### src/rtl/core/hzc_pkg.sv
package hzc_pkg;

  localparam int MAX_ZONES  = 16;
  localparam int ZONE_IDX_W = (MAX_ZONES > 1) ? $clog2(MAX_ZONES) : 1;
  localparam int ZONE_CNT_W = $clog2(MAX_ZONES + 1);

  localparam int SLOT_W  = 4;
  localparam int ADC_W   = 12;
  localparam int NEED_W  = 8;
  localparam int CODE_W  = 8;
  localparam int HIT_W   = 9;
  localparam int ZCNT_W  = 5;
  localparam int CFG_IDX_W  = 1;
  localparam int CFG_DATA_W = 5;

  localparam logic [ZONE_CNT_W-1:0] ZoneMax = ZONE_CNT_W'(MAX_ZONES);
  localparam logic [HIT_W-1:0]      HitMax  = '1;

  // request kinds carried on tuser
  localparam logic [1:0] REQ_ZONE_WR = 2'd0;
  localparam logic [1:0] REQ_DETECT  = 2'd1;
  localparam logic [1:0] REQ_SAMPLE  = 2'd2;

  // configuration register indexes
  localparam logic [CFG_IDX_W-1:0] CFG_ZONE_COUNT  = 1'd0;
  localparam logic [CFG_IDX_W-1:0] CFG_DETECT_HIGH = 1'd1;

  typedef struct packed {
    logic              changed;
    logic [CODE_W-1:0] code;
  } hzc_result_t;

  typedef struct packed {
    logic [ADC_W-1:0]  limit;
    logic [NEED_W-1:0] need;
    logic [CODE_W-1:0] code;
  } hzc_zone_t;

endpackage

### src/rtl/core/headset_zone_classifier.sv
// Zone writes and detect edges need no scan; a result from a detect edge or a
// jack-absent sample is pushed at acceptance into the output (or skid) register.
// A sample in a session scans k zones (at most zone_count, capped at 16): the
// zone table and the hit-count memory have one read port each and are walked one
// entry per cycle; s_axis_tready stays low until the scan ends.
// Reset: no session, last type 0, all hit counts zero; zone table undefined.
module headset_zone_classifier import hzc_pkg::*; (
  input  logic                  clk_i,
  input  logic                  rst_ni,
  input  logic                  cfg_we_i,
  input  logic [CFG_IDX_W-1:0]  cfg_idx_i,
  input  logic [CFG_DATA_W-1:0] cfg_wdata_i,
  input  logic                  s_axis_tvalid,
  output logic                  s_axis_tready,
  // [3:0] zone_slot, [15:4] zone_adc_limit, [23:16] zone_required,
  // [31:24] zone_type_code, [32] detect_pin, [44:33] adc_sample, [47:45] zero
  input  logic [47:0]           s_axis_tdata,
  input  logic [1:0]            s_axis_tuser,  // [1:0] req_type
  output logic                  m_axis_tvalid,
  input  logic                  m_axis_tready,
  output logic [15:0]           m_axis_tdata   // [7:0] reported_type, [8] type_changed
);

  typedef enum logic {ST_IDLE, ST_SCAN} state_e;

  // input fields
  logic [SLOT_W-1:0] in_slot;
  logic [ADC_W-1:0]  in_limit, in_sample;
  logic [NEED_W-1:0] in_need;
  logic [CODE_W-1:0] in_code;
  logic              in_pin, present, accept;

  assign in_slot   = s_axis_tdata[3:0];
  assign in_limit  = s_axis_tdata[15:4];
  assign in_need   = s_axis_tdata[23:16];
  assign in_code   = s_axis_tdata[31:24];
  assign in_pin    = s_axis_tdata[32];
  assign in_sample = s_axis_tdata[44:33];

  // configuration
  logic [ZCNT_W-1:0] cfg_zone_count_q;
  logic              cfg_det_high_q;

  always_ff @(posedge clk_i or negedge rst_ni) begin
    if (!rst_ni) begin
      cfg_zone_count_q <= '0;
      cfg_det_high_q   <= 1'b1;
    end else if (cfg_we_i) begin
      unique case (cfg_idx_i)
        CFG_ZONE_COUNT:  cfg_zone_count_q <= cfg_wdata_i[ZCNT_W-1:0];
        CFG_DETECT_HIGH: cfg_det_high_q   <= cfg_wdata_i[0];
        default: ;
      endcase
    end
  end

  // control state
  state_e                state_q, state_d;
  logic [ZONE_IDX_W-1:0] idx_q, idx_d;
  logic [ZONE_CNT_W-1:0] n_q, n_d, n_cfg;
  logic [ADC_W-1:0]      sample_q, sample_d;
  logic                  session_q, session_d;
  logic [CODE_W-1:0]     last_type_q, last_type_d;
  logic                  buf_full;

  assign s_axis_tready = (state_q == ST_IDLE) & ~buf_full;
  assign accept        = s_axis_tvalid & s_axis_tready;
  assign present       = (in_pin == cfg_det_high_q);
  assign n_cfg = (ZONE_CNT_W'(cfg_zone_count_q) > ZoneMax) ? ZoneMax
                                                          : ZONE_CNT_W'(cfg_zone_count_q);

  // zone table memory
  hzc_zone_t             zone_mem [MAX_ZONES];
  hzc_zone_t             zone_rd_q;
  logic                  zone_we;
  logic [ZONE_IDX_W-1:0] rd_addr;

  assign zone_we = accept & (s_axis_tuser == REQ_ZONE_WR) & (int'(in_slot) < MAX_ZONES);
  assign rd_addr = (state_q == ST_IDLE) ? '0 : idx_q + 1'b1;

  always_ff @(posedge clk_i) begin
    if (zone_we) begin
      zone_mem[ZONE_IDX_W'(in_slot)] <= '{limit: in_limit, need: in_need, code: in_code};
    end
    zone_rd_q <= zone_mem[rd_addr];
  end

  // hit-count memory; a valid bit per entry stands for the cleared value
  logic [HIT_W-1:0]     hit_mem [MAX_ZONES];
  logic [HIT_W-1:0]     hit_rd_q;
  logic [MAX_ZONES-1:0] hit_vld_q;
  logic                 hit_rd_vld_q, hit_clr, hit_we;
  logic [HIT_W-1:0]     hit_cur, hit_new;

  assign hit_clr = accept & (s_axis_tuser == REQ_DETECT) & present;

  always_ff @(posedge clk_i) begin
    if (hit_we) begin
      hit_mem[idx_q] <= hit_new;
    end
    hit_rd_q <= hit_mem[rd_addr];
  end

  always_ff @(posedge clk_i or negedge rst_ni) begin
    if (!rst_ni) begin
      hit_vld_q    <= '0;
      hit_rd_vld_q <= 1'b0;
    end else begin
      hit_rd_vld_q <= hit_vld_q[rd_addr];
      if (hit_clr) begin
        hit_vld_q <= '0;
      end else if (hit_we) begin
        hit_vld_q[idx_q] <= 1'b1;
      end
    end
  end

  // scan step
  logic zone_hit, report, last_zone;

  assign hit_cur   = hit_rd_vld_q ? hit_rd_q : '0;
  assign hit_new   = (hit_cur == HitMax) ? hit_cur : hit_cur + 1'b1;
  assign zone_hit  = (sample_q <= zone_rd_q.limit);
  assign report    = hit_new > HIT_W'(zone_rd_q.need);
  assign last_zone = (ZONE_CNT_W'(idx_q) + 1'b1) == n_q;
  assign hit_we    = (state_q == ST_SCAN) & zone_hit;

  logic              emit;
  logic [CODE_W-1:0] emit_code;
  hzc_result_t       emit_res;

  always_comb begin
    state_d   = state_q;
    idx_d     = idx_q;
    n_d       = n_q;
    sample_d  = sample_q;
    session_d = session_q;
    emit      = 1'b0;
    emit_code = '0;
    unique case (state_q)
      ST_IDLE: begin
        if (accept) begin
          case (s_axis_tuser)
            REQ_DETECT: begin
              session_d = present;
              emit      = ~present;
            end
            REQ_SAMPLE: begin
              if (session_q) begin
                if (!present) begin
                  session_d = 1'b0;
                  emit      = 1'b1;
                end else if (n_cfg != '0) begin
                  state_d  = ST_SCAN;
                  idx_d    = '0;
                  n_d      = n_cfg;
                  sample_d = in_sample;
                end
              end
            end
            default: ;
          endcase
        end
      end
      ST_SCAN: begin
        if (zone_hit) begin
          state_d = ST_IDLE;
          if (report) begin
            session_d = 1'b0;
            emit      = 1'b1;
            emit_code = zone_rd_q.code;
          end
        end else if (last_zone) begin
          state_d = ST_IDLE;
        end else begin
          idx_d = idx_q + 1'b1;
        end
      end
      default: state_d = ST_IDLE;
    endcase
  end

  assign emit_res    = '{changed: (emit_code != last_type_q), code: emit_code};
  assign last_type_d = emit ? emit_code : last_type_q;

  always_ff @(posedge clk_i or negedge rst_ni) begin
    if (!rst_ni) begin
      state_q     <= ST_IDLE;
      idx_q       <= '0;
      n_q         <= '0;
      sample_q    <= '0;
      session_q   <= 1'b0;
      last_type_q <= '0;
    end else begin
      state_q     <= state_d;
      idx_q       <= idx_d;
      n_q         <= n_d;
      sample_q    <= sample_d;
      session_q   <= session_d;
      last_type_q <= last_type_d;
    end
  end

  hzc_out_buf u_out_buf (
    .clk_i         (clk_i),
    .rst_ni        (rst_ni),
    .push_i        (emit),
    .push_data_i   (emit_res),
    .full_o        (buf_full),
    .m_axis_tvalid (m_axis_tvalid),
    .m_axis_tready (m_axis_tready),
    .m_axis_tdata  (m_axis_tdata)
  );

  a_push_room: assert property (@(posedge clk_i) disable iff (!rst_ni)
    emit |-> !buf_full)
    else $error("result pushed into a full output buffer");

  a_scan_bound: assert property (@(posedge clk_i) disable iff (!rst_ni)
    (state_q == ST_SCAN) |-> (ZONE_CNT_W'(idx_q) < n_q))
    else $error("scan index beyond zone count");

  a_report_ends: assert property (@(posedge clk_i) disable iff (!rst_ni)
    emit |=> !session_q)
    else $error("session still open after a report");

  a_scan_in_session: assert property (@(posedge clk_i) disable iff (!rst_ni)
    (state_q == ST_SCAN) |-> session_q)
    else $error("zone scan outside a session");

endmodule

### src/rtl/core/hzc_out_buf.sv
module hzc_out_buf import hzc_pkg::*; (
  input  logic        clk_i,
  input  logic        rst_ni,
  input  logic        push_i,
  input  hzc_result_t push_data_i,
  output logic        full_o,
  output logic        m_axis_tvalid,
  input  logic        m_axis_tready,
  output logic [15:0] m_axis_tdata   // [7:0] reported_type, [8] type_changed
);

  hzc_result_t out_q, out_d, skid_q, skid_d;
  logic        out_vld_q, out_vld_d, skid_vld_q, skid_vld_d;
  logic        pop;

  assign pop = out_vld_q & m_axis_tready;

  always_comb begin
    out_d      = out_q;
    out_vld_d  = out_vld_q;
    skid_d     = skid_q;
    skid_vld_d = skid_vld_q;
    if (pop) begin
      if (skid_vld_q) begin
        out_d      = skid_q;
        skid_d     = push_data_i;
        skid_vld_d = push_i;
      end else begin
        out_d     = push_data_i;
        out_vld_d = push_i;
      end
    end else if (push_i) begin
      if (!out_vld_q) begin
        out_d     = push_data_i;
        out_vld_d = 1'b1;
      end else begin
        skid_d     = push_data_i;
        skid_vld_d = 1'b1;
      end
    end
  end

  always_ff @(posedge clk_i or negedge rst_ni) begin
    if (!rst_ni) begin
      out_vld_q  <= 1'b0;
      skid_vld_q <= 1'b0;
    end else begin
      out_vld_q  <= out_vld_d;
      skid_vld_q <= skid_vld_d;
    end
  end

  always_ff @(posedge clk_i) begin
    out_q  <= out_d;
    skid_q <= skid_d;
  end

  assign full_o        = skid_vld_q;
  assign m_axis_tvalid = out_vld_q;
  assign m_axis_tdata  = {7'd0, out_q.changed, out_q.code};

endmodule

### config.mk
export PLATFORM = sky130hd
export DESIGN_NAME = headset_zone_classifier
export DESIGN_NICKNAME = d
export VERILOG_FILES = /design/src/rtl/core/hzc_pkg.sv /design/src/rtl/core/headset_zone_classifier.sv /design/src/rtl/core/hzc_out_buf.sv
export SDC_FILE = /design/constraint.sdc
export NUM_CORES = 1
export LEC_CHECK = 0
export BUFFER_PORTS_ARGS = -buffer_cell sky130_fd_sc_hd__buf_2
export CORE_AREA = 3 3 222 268
export CTS_CLUSTER_DIAMETER = 30
export DETAILED_ROUTE_END_ITERATION = 6
export DIE_AREA = 0 0 225 271
export PLACE_DENSITY = 0.66
export SLEW_MARGIN = 5
export SYNTH_ARGS = -nofsm -noshare
export SYNTH_HDL_FRONTEND = slang
export SYNTH_SLANG_ARGS = --single-unit
### constraint.sdc
create_clock -name clk_i -period 5 [get_ports clk_i]
set_input_delay 0.5 -clock clk_i [delete_from_list [all_inputs] [get_ports clk_i]]
set_output_delay 0.5 -clock clk_i [all_outputs]
set_load 0.01 [all_outputs]
==> results of run 1 <==
synth_stat cells, types with 3 or more instances:
master	count	area, um^2
nand2_1	328	1230
mux2_2	27	304
o21ai_0	11	55.1
nor2_1	53	199
a21o_1	9	67.6
ha_1	28	350
nand4_1	9	56.3
or2_2	4	25.0
nor3_1	11	55.1
xor2_1	6	52.6
buf_1	4	15.0
a2bb2oi_1	4	35.0
and2_1	161	1010
clkbuf_1	109	409
a21oi_1	97	485
a311oi_1	76	666
inv_1	37	139
buf_4	9	67.6
dfxtp_1	37	741
mux2i_1	5	50.1
nand3b_1	6	45.0
nand2b_1	3	18.8
dfrtp_1	55	1380
xnor2_1	10	87.6
edfxtp_1	610	18300
or3_1	3	18.8
buf_2	19	95.1
a211oi_1	191	1430
nand3_1	12	60.1
a311o_1	4	40.0
o221ai_1	3	26.3
a31oi_1	78	488
nand2_4	4	45.0
nor2b_1	4	25.0
and3_1	11	68.8
layer usage:
| metal | track usage | up-vias |
|---|---|---|
| met5 | 0 | - |
| met4 | 0.0945 | 6 |
| met3 | 0.0373 | 149 |
| met2 | 0.379 | 609 |
| met1 | 0.284 | 8822 |
| li1 | - | 8076 |
final timing paths:
path,start,to,slack [ns],cells after the start
worst min register to register,hit_vld_q[3],hit_vld_q[3],0.49,2
worst max-delay path,hit_rd_vld_q,u_out_buf.skid_q[2],0.46,17
min in group clk_i,s_axis_tdata[33],sample_q[0],0.07,3
worst min-delay path,rst_ni,cfg_zone_count_q[0],0.01,2
max in group asynchronous,rst_ni,idx_q[0],4.41,2
worst max register to register,hit_rd_vld_q,u_out_buf.skid_q[2],0.46,17
cell usage in the layout (no fill, tap or decap), drive strengths merged, types with 37 or more instances in the layout:
| master | count |
|---|---|
| buf | 125 |
| nor2 | 57 |
| a311oi | 76 |
| a21oi | 98 |
| dfxtp | 37 |
| edfxtp | 610 |
| inv | 67 |
| a211oi | 191 |
| a31oi | 78 |
| clkbuf | 119 |
| and2 | 161 |
| nand2 | 332 |
| dfrtp | 55 |
state kept, by name (all words and copies together), names as in the netlist, 4 cells and up:
name / count
last_type_q: 8
zone_mem: 448
sample_q: 12
u_out_buf.m_axis_tdata: 9
zone_rd_q: 28
idx_q: 4
hit_mem: 144
cfg_zone_count_q: 5
n_q: 5
u_out_buf.skid_q: 9
hit_rd_q: 9
hit_vld_q: 16
layout make-up:
class	instances	share of cell area
Timing Repair Buffer	125	0.0262
Antenna cell	1	0.0000743
Multi-Input combinational cell	1188	0.219
Clock buffer	119	0.0837
Inverter	38	0.00431
Clock inverter	85	0.0312
Sequential cell	703	0.608
Tap cell	735	0.0273
critical path, cell delays in order, from the launching register on:
cell	delay, ns
dfrtp_1	0.48
and2_1	0.23
ha_1	0.18
and2_1	0.21
nand4_1	0.29
nand4_1	0.30
nor2_1	0.08
xor2_1	0.12
and2_1	0.55
ha_1	0.38
nand4_1	0.08
o22ai_1	0.08
o21ai_1	0.30
buf_4	0.28
a32oi_1	0.08
buf_4	0.25
a21oi_1	0.15
buf_4	0.20
kinds of logic after synthesis:
| logic type | count (synthesis) | synth area share |
|---|---|---|
| AO/OA/AOI/OAI | 488 | 0.121 |
| XOR/XNOR | 16 | 0.00493 |
| adder cells (fa/ha/maj) | 28 | 0.0123 |
| buffers and inverters | 181 | 0.0264 |
| flip-flops | 703 | 0.720 |
| multiplexers | 32 | 0.0125 |
| other | 1 | 0.000132 |
| AND/OR/NAND/NOR | 617 | 0.103 |
stage by stage:
stage                     power, mW  worst slack [ns]
after detailed placement       8.87             0.540
final                          16.6             0.461
after global routing           17.2            0.0976
after CTS                      16.6             0.506
after global placement         8.81             0.734
after floorplan                8.20             0.396
report_power, final:
part           leakage [nW]  switching, mW  internal [mW]
Sequential             6.52          0.191           6.72
Combinational          3.34           1.23          0.628
Clock                  1.87           2.81           4.98
Total                  11.7           4.23           12.3
==> results.toml, run 1 <==
[outcome]
status = "finished, final reports clean"

[clock_network]
root_buffer = "clkbuf_16"
post_cts_buffers = 0
cts_sinks = 703
cts_buffers = 108
clk_latency_ns = 0.65
clockBufferDepth = 3
cts_hold_buf = 0
cts_resized = 0
htreeDepth = 3
cts_tree = "done"
clkTransAtPathRegs_ns = 0.05

[sta]
rsz0062_at_grt = "false"
period_share = 0.908
setup_viol = 0
hold_viol = 0
finalClockSkew_ns = 0.0201
slew_violations = 0
setup-tns-final_ns = 0
relSlewSlack = 0.186
max_freq_mhz = 220
worst_hold_slack_ns = 0.0132
worst_slew_pin_slew_ns = 1.22
period_minus_slack_ns = 4.54

[critical_path]
crit_path_start_kind = "flop"
crit_type = "flop to flop"
endpoint_kind = "flop"
arrival_ns = 4.88
worstPathMaxFanout = 17
timing.critical_path.required_ns = 5.34

[global_routing]
grt_first_pass_wirelength_um = 104000
grt_overflow_total = 0
grt_usage = 0.223
grt_max_degree = 154
grt_pass1_vias = 17800
antenna_found_initial = 8

[synth]
async_reset_ff_frac = 0.0797
synth_warnings = 0
avgSynthCellArea_um2 = 13.8
ys_types = 58
netlist_area_um2 = 28400
synth-edff-count = 610
syn_inst = 2066
ys_seq_area_frac = 0.720
synth-main-ff-cell = "edfxtp_1"
ys_ff_latch = 703

[place]
gp_congestion = 0.824
dp_hpwl_um = 37500
port_buffers = 68
dp_cells = 2789
place_area_um2 = 29800

[power_and_ir_drop]
worst_ir_drop_vdd_mv = 0.438
cellPowerDensity_nw_per_um2 = 492
p_leak_nw = 11.7

[cells_and_area]
area_growth_pct = 18.4
nFillCells = 4286
seqCellArea_um2 = 20500
drive_above_1_share = 0.172
postLayoutCellArea_um2 = 33700
nets = 2253
fin_cells = 2994
final_util = 0.590
multiInputGateArea_um2 = 7390

[route]
antenna_left = 0
dr_wl_met3_um = 3940
wl_per_cell_um = 22.7
drt-met1-wl_um = 27400
drc = 0
via_per_inst = 5.90
dr_wl_met2_um = 34300
vias = 17700
drt-initial-drc-count = 1550
drt_first_pass_iters = 5
highest_layer = "met5"
routed_wl_um = 68000

[floorplan]
dieHeight_um = 271
core_area_um2 = 57100
ios = 79
initial_utilization = 0.498
die_area_um2 = 61000
floorplan.die.width_um = 225
num_rows = 96

[job]
drv_cap = 0

[worst_hold_path]
hp-class = "input pin to asynchronous set/reset pin"
No activity file was read; power rests on OpenSTA's default activity.
==> run 2, diff against run 1 <==
--- a/config.mk
+++ b/config.mk
@@ -7,7 +7,8 @@
 export LEC_CHECK = 0
+export ABC_AREA = 1
 export BUFFER_PORTS_ARGS = -buffer_cell sky130_fd_sc_hd__buf_2
-export CORE_AREA = 3 3 222 268
+export CORE_AREA = 3 3 221 266
 export CTS_CLUSTER_DIAMETER = 30
 export DETAILED_ROUTE_END_ITERATION = 6
-export DIE_AREA = 0 0 225 271
+export DIE_AREA = 0 0 224 269
 export PLACE_DENSITY = 0.66
==> constraint.sdc (replaced) <==
create_clock -name clk_i -period 5 [get_ports clk_i]
set_input_delay 1 -clock clk_i [delete_from_list [all_inputs] [get_ports clk_i]]
set_output_delay 1 -clock clk_i [all_outputs]
set_load 0.01 [all_outputs]
==> run 2 against run 1 <==
Core utilization up 0.31 points. Cell area shrank 0.94%. Global-route usage rose by 0.72 points. Routed wire length is 1.9% higher. Cell count up 4.2%. Die area is 1.2% lower. Total power grew 0.91%. Sequential power is essentially flat. Combinational power is 26% lower. Critical path depth up 6. Via count grew 3.2%. Critical path type unchanged.
==> results.toml, run 2 <==
[synth]
yosys.area.top_type = "edfxtp_1"
ys_top_cells_by_count = "edfxtp_1 (610), nor2_1 (358), o21ai_0 (315)"
avgSynthCellArea_um2 = 12.8
ys_seq_area_frac = 0.731
ys_ff_latch = 703
synthDominantCellAreaShare = 0.654
netlist_area_um2 = 28000
synth-main-ff-cell = "edfxtp_1"
async_reset_ff_frac = 0.0797
syn_inst = 2194
synth_top_cells_by_area = "edfxtp_1 (65%), o21ai_0 (5.6%), dfrtp_1 (4.9%)"
synth_warnings = 0
yosysMostFrequentCell = "edfxtp_1"
ys_types = 45
synth-edff-count = 610

[job]
drv_cap = 0

[power_and_ir_drop]
clock_power_share = 0.503
power_switching_mw = 3.99
seqPwrFrac = 0.415
p_leak_nw = 11.9
worst_ir_drop_vdd_mv = 0.367
swShare = 0.239
cellPowerDensity_nw_per_um2 = 501
comb_power_share = 0.083
internal_power_mw = 12.7

[floorplan]
initial_utilization = 0.498
dieHeight_um = 269
floorplan.die.width_um = 224
die_area_um2 = 60300
core_area_um2 = 56200
num_rows = 95
ios = 79

[clock_network]
clk_latency_ns = 0.66
cts_resized = 0
clkTransAtPathRegs_ns = 0.05
cts_sinks = 703
htreeDepth = 3
post_cts_buffers = 0
cts_buffers = 115
root_buffer = "clkbuf_16"
cts_hold_buf = 0
clockBufferDepth = 3
cts_tree = "done"

[cells_and_area]
top_regs = "zone_mem (448), hit_mem (144), zone_rd_q (28)"
final_common_cell = "edfxtp_1"
nets = 2379
regMostFlops = "zone_mem"
area_growth_pct = 19.1
nFillCells = 4269
drive_above_1_share = 0.152
layout_common_cells = "edfxtp_1 (610), nor2_1 (341), o21ai_0 (315)"
largest_reg_flops = 448

[global_routing]
grt_overflow_total = 0
grt_pass1_vias = 18500
grt_usage = 0.230
grt_max_degree = 176
grt_first_pass_wirelength_um = 106000
antenna_found_initial = 9

[place]
dp_hpwl_um = 37800
place_ws_ns = 0.351
gp_congestion = 0.816
port_buffers = 68

[route]
vias = 18200
wl_per_cell_um = 22.2
drc = 0
routed_wl_um = 69300
via_per_inst = 5.84
drt-initial-drc-count = 1837
antenna_left = 0
drt_first_pass_iters = 5

[sta]
max_freq_mhz = 230
period_minus_slack_ns = 4.35
rsz0062_at_grt = "false"
setup_viol = 0
period_share = 0.871
relSlewSlack = 0.224
worst_slew_pin_slew_ns = 1.16
hold_viol = 0
layout_setup_ws_ns = 0.647
slew_violations = 0
finalClockSkew_ns = 0.0265
setup-tns-final_ns = 0

[critical_path]
slowest_delay_ns = 0.59
critPathBufInv = 6
worstPathMaxFanout = 17
crit_chain = "nand2_1 > inv_1 > ha_1 > nand2_1 > nor2_4 > nand2_4 > nor2_1 > nor3_1 > nand2_1 > xor2_2 > ha_1 > nand2_1 > inv_1 > nand4_1 > nor2_2 > inv_2 > nand2_2 > nor2_4 > inv_1 > nand2_2 > inv_1 > o21ai_0 > buf_4"
r2r_setup_slack_ns = 0.65
arrival_ns = 4.69
crit_family = "simple AND/OR/NAND/NOR gates"
endpoint_kind = "flop"
crit_path_start_kind = "flop"
timing.critical_path.required_ns = 5.34
slowest_stage = "xor2_2"
crit_type = "flop to flop"

[worst_hold_path]
hp-class = "input pin to asynchronous set/reset pin"

[outcome]
status = "finished, final reports clean"
-- run 2: cell types whose count changed in the layout (fill, tap and decap cells not counted), moves of 64 or more --
cell | previous run | this run
o21ai_0 | 11 | 315
nor2_1 | 40 | 341
nand2_1 | 325 | 176
and2_1 | 161 | 0
o221ai_1 | 3 | 86
a311oi_1 | 76 | 0
o22ai_1 | 1 | 66
a211oi_1 | 191 | 0
o211ai_1 | 0 | 64
inv_1 | 37 | 117
a31oi_1 | 78 | 1
-- run 2: cells by family (layout without fill, tap and decap cells) --
group                    Yosys count  in the layout  synth area share
XOR/XNOR                          10             10           0.00313
flip-flops                       703            703             0.731
other                              1              9          0.000134
buffers and inverters            260            451            0.0383
AO/OA/AOI/OAI                    595            595             0.128
adder cells (fa/ha/maj)           28             28            0.0125
multiplexers                       2              2          0.000804
AND/OR/NAND/NOR                  595            595            0.0867
-- run 2: area by class of cell --
type                       instances  area (um^2)  share of cell area
clock inverter                    89         1170              0.0352
timing repair buffer             108          678              0.0203
tap                              727          910              0.0273
sequential                       703        20500               0.614
inverter                         125          475              0.0143
multi-input combinational       1237         6630               0.199
antenna                            2         5.00            0.000150
clock buffer                     129         3010              0.0903
-- run 2: worst reg2reg max path, delay by kind of cell (launching register included) --
family / cells / cell delay [ns]
adder cells (fa/ha/maj): 2 / 0.53
AND/OR/NAND/NOR: 13 / 1.56
XOR/XNOR: 1 / 0.59
AO/OA/AOI/OAI: 1 / 0.18
buffers and inverters: 6 / 0.59
flip-flops: 1 / 0.58
-- run 2: final timing paths --
path,start,end,cells past startpoint
worst max register to register,hit_rd_vld_q,u_out_buf.m_axis_tdata[2],23
worst min register to register,sample_q[7],sample_q[7],2
max in group asynchronous,rst_ni,idx_q[0],2
worst max-delay path,hit_rd_vld_q,u_out_buf.m_axis_tdata[2],23
worst min-delay path,rst_ni,sample_q[9],2
min in group clk_i,sample_q[7],sample_q[7],2
-- run 2: power by group through the flow --
| stage | combinational, mW | clock (mW) | sequential [mW] |
|---|---|---|---|
| 6_report | 1.38 | 8.40 | 6.93 |
| 3_5_place_dp | 1.38 | 0 | 7.03 |
| 3_3_place_gp | 1.33 | 0 | 7.02 |
| 5_1_grt | 1.56 | 8.78 | 6.95 |
| 2_1_floorplan | 0.959 | 0 | 6.97 |
| 4_1_cts | 1.38 | 8.48 | 6.93 |
-- run 2: through the flow --
stage               cells  utilization  total power, mW  hold WS (ns)  area [um^2]
global placement     2900        0.519             8.35         0.472        29200
CTS                  3118        0.593             16.8         0.490        33300
global route         3119        0.593             17.3         0.511        33300
floorplan            2200            -             7.92         0.453        28000
finish               3120        0.593             16.7         0.491        33400
detailed placement   2900        0.519             8.41         0.476        29200
-- run 2: layer usage --
metal  global-route usage  wire, um  vias up
met5              0.00708       119        -
met4               0.0948      1990       12
met3               0.0451      5060      142
met2                0.383     33600      759
met1                0.300     28500     9069
li1                     -         -     8245
==> run 3, diff against run 2 <==
clock period = 5.65 ns   (was 5 ns; I/O delays follow)
==> run 3 against run 2 <==
Routed wire length grew 0.38%. Highest routed layer unchanged. Critical endpoint is now u_out_buf.m_axis_tdata[3]. Total power is 13% lower. Clock skew is 0.021 ns higher. Clock power down 14%. Critical path type unchanged. Fmax is 1.2% higher. Setup slack gained 0.70 ns. Largest power group unchanged.
==> results.toml, run 3 (synthesis results as in run 2) <==
[outcome]
status = "finished, final reports clean"

[critical_path]
slowest_delay_ns = 0.56
endpoint_kind = "flop"
slowest_stage = "dfrtp_1"
arrival_ns = 4.64
crit_chain = "nand2_1 > inv_1 > ha_1 > nand2_1 > nor2_4 > nand2_4 > nor2_1 > mux2_2 > ha_1 > nand2_1 > nor2_1 > nand2_1 > nand3_1 > nand2_1 > nand2_1 > nand2_1 > nand2_4 > nand2_2 > nor2_4 > inv_1 > nand2_2 > inv_1 > o21ai_0 > buf_4"
worstPathMaxFanout = 17
timing.critical_path.required_ns = 5.99
crit_top_cell = "nand2_1"
crit_path_start_kind = "flop"
crit_type = "flop to flop"

[sta]
setup-tns-final_ns = 0
hold_viol = 0
finalClockSkew_ns = 0.0471
setup_viol = 0
period_share = 0.761
max_freq_mhz = 232
rsz0062_at_grt = "false"
worst_slew_pin_slew_ns = 1.30
relSlewSlack = 0.134
period_minus_slack_ns = 4.30
slew_violations = 0

[cells_and_area]
nFillCells = 4243
largest_reg_flops = 448
regMostFlops = "zone_mem"
drive_above_1_share = 0.145
area_growth_pct = 18.5
final_common_cell = "edfxtp_1"
layout_common_cells = "edfxtp_1 (610), nor2_1 (341), o21ai_0 (315)"
top_regs = "zone_mem (448), hit_mem (144), zone_rd_q (28)"
nets = 2371
fin_cells = 3109
postLayoutCellArea_um2 = 33200
final_util = 0.590

[clock_network]
cts_buffers = 113
cts_resized = 0
root_buffer = "clkbuf_16"
cts_tree = "done"
htreeDepth = 3
clockBufferDepth = 3
cts_hold_buf = 0
cts_sinks = 703
clkTransAtPathRegs_ns = 0.05
clk_latency_ns = 0.68
post_cts_buffers = 0

[power_and_ir_drop]
worst_ir_drop_vdd_mv = 0.231
p_leak_nw = 11.8
cellPowerDensity_nw_per_um2 = 441

[place]
dp_hpwl_um = 36300
port_buffers = 68
place_area_um2 = 29100
gp_congestion = 0.773
dp_cells = 2894

[global_routing]
grt_first_pass_wirelength_um = 106000
groute.layer.met3.usage = 0.0405
antenna_found_initial = 6
grt_max_degree = 162
grt_overflow_total = 0
grt_pass1_vias = 18800
grt_usage = 0.232
use_met2 = 0.388
top_usage_layer = "met2"
use_met1 = 0.297

[floorplan]
initial_utilization = 0.498
die_area_um2 = 60300
ios = 79
floorplan.die.width_um = 224
core_area_um2 = 56200
dieHeight_um = 269
num_rows = 95

[route]
drt-initial-drc-count = 1767
routed_wl_um = 69600
wl_per_cell_um = 22.4
via_per_inst = 5.89
drt_first_pass_iters = 5
vias = 18300
drc = 0
antenna_left = 0

[job]
drv_cap = 0

[worst_hold_path]
hp-class = "flop to flop"
run 3: routing by layer:
metal	part of all wire	wire (um)	vias up
li1	-	-	8219
met1	0.40	28000	9132
met2	0.49	34000	785
met3	0.075	5230	166
met4	0.034	2360	4
met5	0.00045	31	-
run 3: report_power, final:
group	total, mW	internal [mW]	switching [mW]	leakage, nW
clock	7.26	4.80	2.47	1.95
combinational	1.25	0.361	0.891	3.27
sequential	6.10	5.98	0.116	6.54
run 3: final cells by class:
| class | instances | area, um^2 | share of cell area |
|---|---|---|---|
| Inverter | 125 | 475 | 0.0143 |
| Tap cell | 727 | 910 | 0.0274 |
| Clock inverter | 81 | 1140 | 0.0345 |
| Timing Repair Buffer | 102 | 621 | 0.0187 |
| Sequential cell | 703 | 20500 | 0.617 |
| Antenna cell | 3 | 7.51 | 0.000226 |
| Multi-Input combinational cell | 1237 | 6620 | 0.200 |
| Clock buffer | 131 | 2940 | 0.0885 |
run 3: critical path, delay by kind of cell, from the launching register on:
family,cells,cell delay (ns)
simple gates,16,1.80
flops,1,0.56
fa+ha+maj,2,0.50
mux,1,0.49
buf+inv,4,0.47
compound gates,1,0.17
run 3: final timing paths:
kind	endpoint	depth (start not counted)	slack [ns]	from
min in group asynchronous	sample_q[10]	2	0.63	rst_ni
hold reg to reg	sample_q[7]	2	0.49	sample_q[7]
setup reg to reg	u_out_buf.m_axis_tdata[3]	24	1.35	hit_rd_vld_q
setup / recovery	u_out_buf.m_axis_tdata[3]	24	1.35	hit_rd_vld_q
max in group asynchronous	idx_q[0]	2	4.46	rst_ni
hold / removal	sample_q[7]	2	0.49	sample_q[7]
run 3: per-stage QoR:
stage                     power [mW]  setup slack, ns  hold WS, ns
final                           14.6             1.35        0.488
after global placement          7.39             1.47        0.475
after detailed placement        7.44             1.37        0.480
after floorplan                 7.01             1.45        0.453
after global routing            15.1            0.967        0.512
after CTS                       14.7             1.32        0.491
